File: src/design/rect_pack_guillotine_best_area_unit_defines.svh
// assertion macros for the rectangle packer
`ifndef RECT_PACK_GUILLOTINE_BEST_AREA_UNIT_DEFINES_SVH
`define RECT_PACK_GUILLOTINE_BEST_AREA_UNIT_DEFINES_SVH
// implication checked every clock outside reset
`define RPG_ASSERT_IMP(lbl, ante, cons) \
    lbl: assert property (@(posedge i_clk) disable iff (!i_rst_n) (ante) |-> (cons)) \
        else $error("assertion failed");
// next-cycle implication checked every clock outside reset
`define RPG_ASSERT_NXT(lbl, ante, cons) \
    lbl: assert property (@(posedge i_clk) disable iff (!i_rst_n) (ante) |=> (cons)) \
        else $error("assertion failed");
`endif

File: src/design/rpg_pkg.sv
// shared constants and types for the rectangle packer
package rpg_pkg;
    localparam int MaxRects = 64;
    localparam int MaxSlots = 128;
    localparam int DimBits  = 10;
    localparam int RidxW    = $clog2(MaxRects);
    localparam int RcntW    = $clog2(MaxRects + 1);
    localparam int SidxW    = $clog2(MaxSlots);
    localparam int ScntW    = $clog2(MaxSlots + 1);
    localparam int QDepth   = 2;

    typedef struct packed {
        logic [9:0] w;
        logic [9:0] h;
        logic       last;
    } t_item;

    typedef struct packed {
        logic [5:0]  idx;
        logic [15:0] px;
        logic [15:0] py;
        logic [15:0] aw;
        logic [15:0] ah;
        logic        ovf;
        logic        last;
    } t_result;

    function automatic logic [15:0] sat16(input logic [16:0] v);
        return v[16] ? 16'hFFFF : v[15:0];
    endfunction
endpackage

File: src/design/rpg_front.sv
// input front: masks sizes and queues items for the packer core
module rpg_front (
    input  logic                 i_clk,
    input  logic                 i_rst_n,
    input  logic                 i_valid,
    output logic                 o_ready,
    input  logic [9:0]           i_w,
    input  logic [9:0]           i_h,
    input  logic                 i_last,
    output logic                 o_valid,
    input  logic                 i_ready,
    output rpg_pkg::t_item       o_item
);
    rpg_pkg::t_item r_q [rpg_pkg::QDepth];
    logic [0:0] r_wp, r_rp;
    logic [1:0] r_cnt;
    logic       push, pop;
    logic [9:0] dmask;

    assign dmask   = 10'((11'd1 << rpg_pkg::DimBits) - 11'd1);
    assign o_ready = (r_cnt != 2'(rpg_pkg::QDepth));
    assign o_valid = (r_cnt != 2'd0);
    assign push    = i_valid && o_ready;
    assign pop     = o_valid && i_ready;
    assign o_item  = r_q[r_rp];

    always_ff @(posedge i_clk) begin
        if (push) begin
            r_q[r_wp] <= '{w: i_w & dmask, h: i_h & dmask, last: i_last};
        end
        if (!i_rst_n) begin
            r_wp  <= '0;
            r_rp  <= '0;
            r_cnt <= '0;
        end else begin
            if (push) r_wp <= r_wp + 1'b1;
            if (pop)  r_rp <= r_rp + 1'b1;
            r_cnt <= r_cnt + 2'(push) - 2'(pop);
        end
    end

    `include "rect_pack_guillotine_best_area_unit_defines.svh"
    `RPG_ASSERT_IMP(a_no_overfill, r_cnt == 2'(rpg_pkg::QDepth), !push)
    `RPG_ASSERT_NXT(a_cnt_up, push && !pop, r_cnt == $past(r_cnt) + 2'd1)
    `RPG_ASSERT_NXT(a_cnt_down, pop && !push, r_cnt == $past(r_cnt) - 2'd1)
endmodule

File: config.mk
export PLATFORM = sky130hd
export DESIGN_NAME = rpg_front
export DESIGN_NICKNAME = d
export VERILOG_FILES = /design/src/design/rpg_pkg.sv /design/src/design/rpg_front.sv
export VERILOG_INCLUDE_DIRS = /design/src /design/src/design
export SDC_FILE = /design/constraint.sdc
export NUM_CORES = 1
export LEC_CHECK = 0
export BUFFER_PORTS_ARGS = -buffer_cell sky130_fd_sc_hd__clkbuf_2
export CORE_MARGIN = 2
export CORE_UTILIZATION = 55
export CTS_CLUSTER_DIAMETER = 40
export DETAILED_ROUTE_END_ITERATION = 8
export PLACE_DENSITY = 0.83
export RECOVER_POWER = 50
export SYNTH_ARGS = -nofsm -noshare
export SYNTH_HDL_FRONTEND = slang
export SYNTH_SLANG_ARGS = --single-unit
File: constraint.sdc
create_clock -name i_clk -period 3.3 [get_ports i_clk]
set_input_delay 0.33 -clock i_clk [delete_from_list [all_inputs] [get_ports i_clk]]
set_output_delay 0.33 -clock i_clk [all_outputs]
set_load 0.01 [all_outputs]
==> impl_metrics.toml <==
[finish]
antenna_cells = 0
area_growth_syn_to_layout_pct = 17.7
fin_nets = 172
final_common_cell = "edfxtp_1"
final_cell_mix = "edfxtp_1, clkbuf_2, mux2_2"
utilization_pct = 68.2
final_layout_size_suffix_gt1_share_pct = 41.5
fill_cells = 243

[synthesis]
synth_fp_nets = 120
syn-cell-area_mm2 = 0.00177
ys_types = 23
synth_top_family_by_area = "multiplexers"
synthCells = 94
ys_warn_count = 0
synth-simple-area-share_pct = 4.17
post_synth.cell_area_avg_um2 = 18.8
yosysTopAreaCellShare_pct = 71.2
synth_compound_area_share_pct = 3.04
muxShareOfSynthArea_pct = 13.9
synth_area_leaders = "edfxtp_1, mux2_2, dfxtp_1"
ys_ff_latch = 47
yosys.area.top_type = "edfxtp_1"
synth_adder_area_share_pct = 0.707
synth_xor_area_share_pct = 0.495
ys_seq_area_share_pct = 76.9

[drt]
vias_per_cell = 4.99
wirelength_um = 2750
postRouteAntennaNets = 0
route.met3.wl_um = 156
vias = 953
first_pass_iters = 4
drc_errors = 0
top_layer = "met4"
wl_met1_um = 1100
drtIter0Drc = 39
wire_per_inst_um = 14.4
wl_met2_um = 1490

[sta]
drv_slew = 0
setup_viol = 0
worst_pin_slew_ns = 0.978
setup_tns_ns = 0
fmax_ghz = 0.467
post-route-period-util_pct = 64.8
post-route-min-period_ns = 2.14
final-hold-violation-count = 0
skew_ns = 0.00507
rsz0062_at_grt = "false"
maxSlewHeadroom_pct = 34.8

[grt]
antenna_found_initial = 0
grt_overflow_total = 0
grt_usage_pct = 16.2
grt_first_pass_wirelength_um = 4080
grt_pass1_vias = 915
grt_max_degree = 22

[pwr]
p_comb_share_pct = 22.5
pwr-share-seq_pct = 59.2
leakage_uw = 0.000771
ir_worst_vdd_mv = 0.394
powerDensity_mw_per_mm2 = 631
swShare_pct = 26.8
clkPwrFrac_pct = 18.3
p_int_uw = 963
p_sw_uw = 353

[clock_network]
cts_inserted_buffers = 5
post-cts-setup-buffers = 0
cts_max_level = 2
clockBufferDepth = 2
hold_buffers = 0
clock-sinks = 47
clock_latency_ns = 0.34
cts.clk_slew.worst_paths_ns = 0.12
root_buffer = "clkbuf_4"
cts_resized = 0
cts_tree = "yes"

[status]
status = "completed"

[setup_path]
cp.required_ns = 2.97
r2r-start = "r_cnt[0]"
end_kind = "output port"
crit_type = "reg2out"
worstPathArrival_ns = 1.81
cp_max_fo = 21
cp-start-kind = "register"

[floorplan]
core-area_mm2 = 0.00305
fp.dieArea_mm2 = 0.00369
die_width_um = 60.7
initial_core_util_pct = 58.0
die_h_um = 60.7
rows = 20
io_pins = 48

[place]
port_buffers = 47
routabilityCongestion = 0.628
dp.final_hpwl_um = 1930

[min_path]
hp-class = "in2reg"
min_from = "i_w[6]"

[run]
drv_cap = 0
## final timing paths
kind | end | slack (ns) | depth (start not counted)
max reg2reg | r_q[1][15] | 1.44 | 2
min reg2reg | r_wp | 0.59 | 2
min | r_q[1][17] | 0.17 | 1
max | o_item[2] | 1.16 | 2
## area by class of cell
class	instances	area, µm²	area share, %
Tap cell	44	55.1	2.64
Clock buffer	7	45.0	2.16
Clock inverter	1	5.00	0.240
Sequential cell	47	1360	65.3
Multi-Input combinational cell	44	395	19.0
Timing Repair Buffer	47	218	10.5
Inverter	1	3.75	0.180
## metal layers
metal	vias to the layer above	GRT usage (%)
li1	464	-
met5	-	0
met4	0	5.59
met3	2	7.04
met1	460	18.5
met2	27	27.5
## metrics by stage
step	setup slack [ns]	instance area [µm²]	total power [µW]	hold WS, ns	std cells
after floorplan	1.67	1770	977	0.429	94
after global placement	1.51	2050	1080	0.522	183
after detailed placement	1.43	2050	1100	0.523	183
after CTS	1.09	2100	1340	0.148	191
after global routing	0.998	2080	1390	0.133	191
final	1.16	2080	1320	0.170	191
## registers in the layout, indices dropped and copies added, names as in the netlist, named ones only
register / count
r_wp: 1
r_q: 42
r_rp: 1
r_cnt: 2
## cell families after synthesis
group,count (synthesis)
flip-flops,47
AO/OA/AOI/OAI,7
multiplexers,22
XOR/XNOR,1
adder cells (fa/ha/maj),1
AND/OR/NAND/NOR,13
buffers and inverters,3
## power by group through the flow
stage	Clock (µW)	Combinational (µW)	Sequential [µW]
finish	241	295	779
global route	275	321	790
CTS	253	306	782
detailed placement	0	304	795
global placement	0	295	789
floorplan	0	218	759
## worst max-delay path: stages, from the launching register on
cell and delay, ns:
dfxtp_1 0.92, mux2_2 0.42, clkbuf_2 0.13
## synth_stat cells
cell,count
inv_1,1
mux2_2,21
nand2_1,1
xnor2_1,1
nand3_1,1
a211oi_1,1
ha_1,1
edfxtp_1,42
o21ai_1,1
buf_2,2
a32oi_1,1
and2_1,3
nand3b_1,1
or2_2,1
nor2_1,2
nor2b_1,1
o21ai_0,1
nand2b_1,2
mux2i_1,1
and3_1,1
a21boi_1,1
dfxtp_1,5
a21bo_1,2
Power figures use the tool's default switching activity.
